[config.mk]
export PLATFORM = sky130hd
export DESIGN_NAME = sitoa_ctrl
export DESIGN_NICKNAME = d
export VERILOG_FILES = /design/src/design/sitoa_pkg.sv /design/src/design/sitoa_ctrl.sv
export SDC_FILE = /design/constraint.sdc
export NUM_CORES = 1
export LEC_CHECK = 0
export ABC_AREA = 1
export BUFFER_PORTS_ARGS = -buffer_cell sky130_fd_sc_hd__buf_4
export CAP_MARGIN = 25
export CORE_AREA = 2 2 39 41
export CTS_CLUSTER_SIZE = 20
export DETAILED_ROUTE_END_ITERATION = 12
export DIE_AREA = 0 0 41 43
export REMOVE_ABC_BUFFERS = 1
export SLEW_MARGIN = 20
export SYNTH_ARGS = -nofsm -noshare
export SYNTH_HDL_FRONTEND = slang
export SYNTH_SLANG_ARGS = --single-unit
[constraint.sdc]
create_clock -name clk -period 2.2 [get_ports clk]
set_input_delay 0.44 -clock clk [delete_from_list [all_inputs] [get_ports clk]]
set_output_delay 0.44 -clock clk [all_outputs]
set_load 0.01 [all_outputs]
[src/design/sitoa_pkg.sv]
// ----------------------------------------------------------------------------
// sitoa_pkg
// Shared widths, character codes and controller/datapath handshake types for
// the signed integer to decimal text converter.
// ----------------------------------------------------------------------------
package sitoa_pkg;

    localparam int VALUE_W    = 32;
    localparam int CHAR_W     = 8;
    localparam int DIGIT_W    = 4;
    localparam int MAX_DIGITS = 10;
    localparam int COUNT_W    = $clog2(MAX_DIGITS + 1);

    localparam logic [CHAR_W-1:0]  CHAR_ZERO  = 8'd48;
    localparam logic [CHAR_W-1:0]  CHAR_MINUS = 8'd45;
    localparam logic [DIGIT_W-1:0] DIGIT_MAX  = 4'd9;

    // ceil(2^35 / 10): floor(n * RECIP10 / 2^35) == n / 10 for any 32-bit n
    localparam logic [VALUE_W-1:0] RECIP10    = 32'hCCCC_CCCD;
    localparam int                 RECIP_SHIFT = 35;

    typedef struct packed {
        logic load;   // capture sign and magnitude of a new value
        logic step;   // peel off one decimal digit
        logic pop;    // retire the character on the output
    } sitoa_cmd_t;

    typedef struct packed {
        logic conv_done;  // the digit being produced is the leading one
        logic emit_last;  // the character on the output ends the text
    } sitoa_status_t;

endpackage

[src/design/sitoa_ctrl.sv]
// ----------------------------------------------------------------------------
// sitoa_ctrl
// Sequencer: take a value, run the digit loop until the quotient is zero,
// then hand out characters one per output transfer.
// ----------------------------------------------------------------------------
module sitoa_ctrl (
    input  logic                     clk,
    input  logic                     rst_n,
    input  logic                     in_valid,
    output logic                     in_ready,
    output logic                     out_valid,
    input  logic                     out_ready,
    input  sitoa_pkg::sitoa_status_t status,
    output sitoa_pkg::sitoa_cmd_t    cmd
);
    import sitoa_pkg::*;

    typedef enum logic [2:0] {
        ST_IDLE = 3'b001,
        ST_CONV = 3'b010,
        ST_EMIT = 3'b100
    } state_t;

    state_t state_reg, state_next;

    always_comb
    begin
        state_next = state_reg;
        cmd        = '0;
        in_ready   = 1'b0;
        out_valid  = 1'b0;
        case (state_reg)
            ST_IDLE:
            begin
                in_ready = 1'b1;
                if (in_valid)
                begin
                    cmd.load   = 1'b1;
                    state_next = ST_CONV;
                end
            end
            ST_CONV:
            begin
                cmd.step = 1'b1;
                if (status.conv_done)
                begin
                    state_next = ST_EMIT;
                end
            end
            ST_EMIT:
            begin
                out_valid = 1'b1;
                if (out_ready)
                begin
                    cmd.pop = 1'b1;
                    if (status.emit_last)
                    begin
                        state_next = ST_IDLE;
                    end
                end
            end
            default:
            begin
                state_next = ST_IDLE;
            end
        endcase
    end

    always_ff @(posedge clk or negedge rst_n)
    begin
        if (!rst_n)
        begin
            state_reg <= ST_IDLE;
        end
        else
        begin
            state_reg <= state_next;
        end
    end

    a_load_to_conv: assert property (@(posedge clk) disable iff (!rst_n)
        (in_valid && in_ready) |=> (state_reg == ST_CONV))
        else $error("accepted value did not start conversion");

    a_cmd_exclusive: assert property (@(posedge clk) disable iff (!rst_n)
        $onehot0({cmd.load, cmd.step, cmd.pop}))
        else $error("conflicting datapath commands");

    a_last_ends_text: assert property (@(posedge clk) disable iff (!rst_n)
        (out_valid && out_ready && status.emit_last) |=> in_ready)
        else $error("controller did not return to idle after last character");

endmodule
## Word-level counts from Yosys, hierarchy flattened

Index checks and enable logic that the tools add are counted.

| word-level totals | value |
|---|---|
| output and inout bits | 5 |
| bits of input ports | 6 |
| flip-flop bits (word level) | 3 |
| word-level logic and storage cells | 21 |

| cells by class | value |
|---|---|
| mux-type cells | 12 |
| reduce and logical (&&, ||, !) cells | 1 |
| equal/unequal tests | 7 |

Operators with widths:

| operator | number |
|---|---|
| two-way mux 3 bit | 4 |
| case mux 3 bit (3 select lines) | 1 |
| != test 2 bit (second input constant) | 4 |
| two-way mux 1 bit | 7 |
| AND reduction 4 bit | 1 |
| == test 3 x 1 -> 1 bit (second input constant) | 1 |
| == test 3 x 2 -> 1 bit (second input constant) | 1 |
| == test 3 bit (second input constant) | 1 |

## Depth between registers and ports, before layout

| logic depth | value |
|---|---|
| depth in word-level cells | 3 |
| depth in mapped cells | 5 |
| depth with buffers taken out | 5 |

## Worst setup path after synthesis

Ideal clock, no wire load.

| timing path | value |
|---|---|
| path type | register to output |
| start point | reg state_reg[0] |
| end point | out cmd[2] (netlist bit) |
| stages on the path, launching flop included | 5 |
| arrival time | 0.899 ns |
| slack | 0.861 ns |
| required time | 1.760 ns |
| buffers on the path | 0 |
| path through | dfstp_2 inv_2 nor2_2 nand2_2 nor2_1 |

RTL lines:

| what | RTL line | text |
|---|---|---|
| from (decl) | sitoa_ctrl.sv:24 | `state_t state_reg, state_next;` |
| from (signal assigned) | sitoa_ctrl.sv:77 | `state_reg <= state_next;` |
| to (decl) | sitoa_ctrl.sv:14 | `output sitoa_pkg::sitoa_cmd_t cmd` |

==> impl_metrics.py <==
metrics = {
    "status": {
        "status": "complete, no violations",
    },
    "layout": {
        "ff_latch_area_sq_um": 76.3,
        "layout_common_cells": "10 x sky130_fd_sc_hd__buf_4, 6 x sky130_fd_sc_hd__nand2_1, 5 x sky130_fd_sc_hd__inv_1",
        "mostFrequentLayoutCell": "sky130_fd_sc_hd__buf_4",
        "nets": 49,
        "multi_input_gate_area_in_the_final_layout_sq_um": 90.1,
        "drive_above_1_share_pct": 45.2,
        "p_r_area_growth_vs_syn_pct": 69.5,
        "num-fill-cells": 156,
        "insertedDiodeCount": 0,
        "flip_flop_count_of_the_largest_register_after_layout": 3,
    },
    "global_routing": {
        "globalRouteTotalUtil_pct": 6.74,
        "grt_antenna_before_repair": 0,
        "grt_pass1_wl_um": 703,
        "pin_count_of_the_biggest_net_entering_global_routing": 6,
        "grt_pass1_vias": 184,
        "global_route.overflow_total": 0,
    },
    "power": {
        "clock_power_share_pct": 24.4,
        "power.sequential.fraction_pct": 26.7,
        "powerDensity_nw_per_um2": 1210,
        "p_total_uw": 387,
        "netSwitchingPower_uw": 150,
        "p_comb_share_pct": 48.9,
        "p_leak_uw": 0.000185,
        "irDropWorstVdd_mv": 0.362,
        "swShare_pct": 38.9,
        "cellInternalPower_uw": 236,
    },
    "detailed_routing": {
        "firstDrtPassIters": 2,
        "route.detailed.wl_per_inst_um": 7.33,
        "avgViaCountPerCell": 3.60,
        "antenna_left": 0,
        "remaining_drcs": 0,
        "num_vias": 209,
        "detail_route.iter0.violations": 2,
        "routed_wl_um": 425,
    },
    "clock_tree": {
        "cts_max_path_buffers": 2,
        "clock_insertion_delay_worst_skew_ns": 0.23,
        "cts.root.buffer_cell": "sky130_fd_sc_hd__clkbuf_4",
        "cts_resized": 0,
        "tritoncts_clock_tree": "yes",
        "cts-htree-levels": 1,
        "cts_clk_pin_slew_worst_paths_ns": 0.04,
        "cts.sink_count": 3,
        "cts_made_buffers": 3,
    },
    "setup_path": {
        "startpoint_type": "flip-flop",
        "critPathSlowestCell": "sky130_fd_sc_hd__dfstp_2",
        "crit_chain": "inv_2, nor2_2, nand2_2, nor2_1, buf_4",
        "critical_path_arrival_ns": 1.22,
        "worst-path-max-fanout": 4,
        "criticalPathCategory": "reg2out",
        "critPathMaxStageDelay_ns": 0.53,
        "critPathRequiredTime_ns": 1.76,
        "worst_setup_path_end_kind": "output pin",
    },
    "sta": {
        "post-route-worst-setup-slack_ns": 0.536,
        "slew_violations": 0,
        "worstMarginPinSlew_ns": 0.185,
        "final.min_clock_period_ns": 1.66,
        "timing.setup.tns_ns": 0,
        "setup_repair_after_global_routing_missed_its_margin": "no",
        "report.final.hold_viol_count": 0,
        "clock.fmax_mhz": 601,
        "timing.clock.skew_ns": 0.00257,
        "number_of_failing_setup_endpoints_in_the_final_timing_report": 0,
        "finalHoldWorstSlack_ns": 0.422,
        "final_min_period_over_clock_period_pct": 75.6,
        "max_slew_margin_pct": 87.7,
    },
    "floorplanning": {
        "die_x_um": 41,
        "dieArea_sq_um": 1760,
        "core_region_area_sq_um": 1380,
        "floorplan.rows": 14,
        "chipHeight_um": 43,
        "floorplan.io_pins": 11,
        "initial_core_util_pct": 13.7,
    },
    "synthesis": {
        "netlist_area_sq_um": 189,
        "ys.warnings.count": 0,
        "netlist_instances": 27,
        "synth-seq-cells": 3,
        "avgSynthCellArea_sq_um": 7.00,
        "yosysUniqueCellTypes": 11,
        "synth-seq-area-share_pct": 40.4,
    },
    "placement": {
        "gp_congestion": 0.762,
        "place_ws_ns": 0.785,
        "portBuffers": 10,
    },
    "hold_path": {
        "holdCritPathClass": "in2reg",
    },
    "run": {
        "maxCapViolCount": 0,
    },
}
-- critical path, delay by kind of cell (launching register included) --
family | cells | cell delay [ns]
flip-flops | 1 | 0.53
buffers and inverters | 2 | 0.17
AND/OR/NAND/NOR | 3 | 0.29
-- what timing repair did --
item / CTS / global route
hold buffers: 1 / 0
buffers inserted: 0 / 0
endpoints found under the hold margin: 2 / 0
-- final timing paths --
check	startpoint	depth (start not counted)	endpoint	slack, ns
max in group asynchronous	rst_n	2	state_reg[0]$_DFFE_PN1P_	1.48
min in group asynchronous	rst_n	2	state_reg[2]$_DFFE_PN0P_	0.54
worst max-delay path	state_reg[0]$_DFFE_PN1P_	5	cmd[2]	0.54
worst min-delay path	status[1]	2	state_reg[1]$_DFFE_PN0P_	0.42
worst max register to register	state_reg[0]$_DFFE_PN1P_	5	state_reg[2]$_DFFE_PN0P_	1.17
worst min register to register	state_reg[1]$_DFFE_PN0P_	3	state_reg[0]$_DFFE_PN1P_	0.61
-- cell type report --
| type | count | share of cell area (%) |
|---|---|---|
| clock buffers | 4 | 8.20 |
| inverters | 6 | 7.03 |
| multi-input cells | 18 | 28.1 |
| flip-flops and latches | 3 | 23.8 |
| well taps | 16 | 6.25 |
| repair buffers | 11 | 26.6 |
-- logic make-up (layout without fill, tap and decap cells) --
| kind of cell | count (synthesis) | count (layout) | share of synthesized area, % |
|---|---|---|---|
| compound gates | 1 | 1 | 6.62 |
| buf+inv | 6 | 21 | 11.9 |
| flops | 3 | 3 | 40.4 |
| simple gates | 17 | 17 | 41.1 |
-- cell usage after synthesis --
library cell              count  area share, %
sky130_fd_sc_hd__nand2_1      6             12
sky130_fd_sc_hd__inv_1        5            9.9
sky130_fd_sc_hd__nor2_1       4            7.9
sky130_fd_sc_hd__nand3_1      3            7.9
sky130_fd_sc_hd__dfrtp_1      2             26
sky130_fd_sc_hd__nor2_2       2            6.6
sky130_fd_sc_hd__dfstp_2      1             14
sky130_fd_sc_hd__inv_2        1            2.0
sky130_fd_sc_hd__nand2_2      1            3.3
sky130_fd_sc_hd__nand4_1      1            3.3
sky130_fd_sc_hd__o22ai_2      1            6.6
-- power groups by stage --
| stage | logic (uW) | clock network (uW) | registers [uW] |
|---|---|---|---|
| 2_1_floorplan | 123 | 0 | 100 |
| 3_3_place_gp | 186 | 0 | 104 |
| 3_5_place_dp | 191 | 0 | 105 |
| 4_1_cts | 193 | 99.9 | 104 |
| 5_1_grt | 213 | 108 | 106 |
| 6_report | 189 | 94.2 | 103 |
-- metal layers --
layer / vias up / track usage, % / part of all wire, %
li1: 112 / - / -
met4: 0 / 4.00 / 0
met2: 8 / 8.44 / 48
met1: 89 / 6.15 / 40
met5: - / 0 / 0
met3: 0 / 7.85 / 11
-- per-stage QoR --
| stage | util, % | instances | instance area, sq um |
|---|---|---|---|
| detailed placement | 20.5 | 53 | 284 |
| CTS | 23.1 | 58 | 320 |
| floorplan | - | 27 | 189 |
| global placement | 20.5 | 53 | 284 |
| finish | 23.1 | 58 | 320 |
| global route | 23.1 | 58 | 320 |
Power figures use the tool's default switching activity.
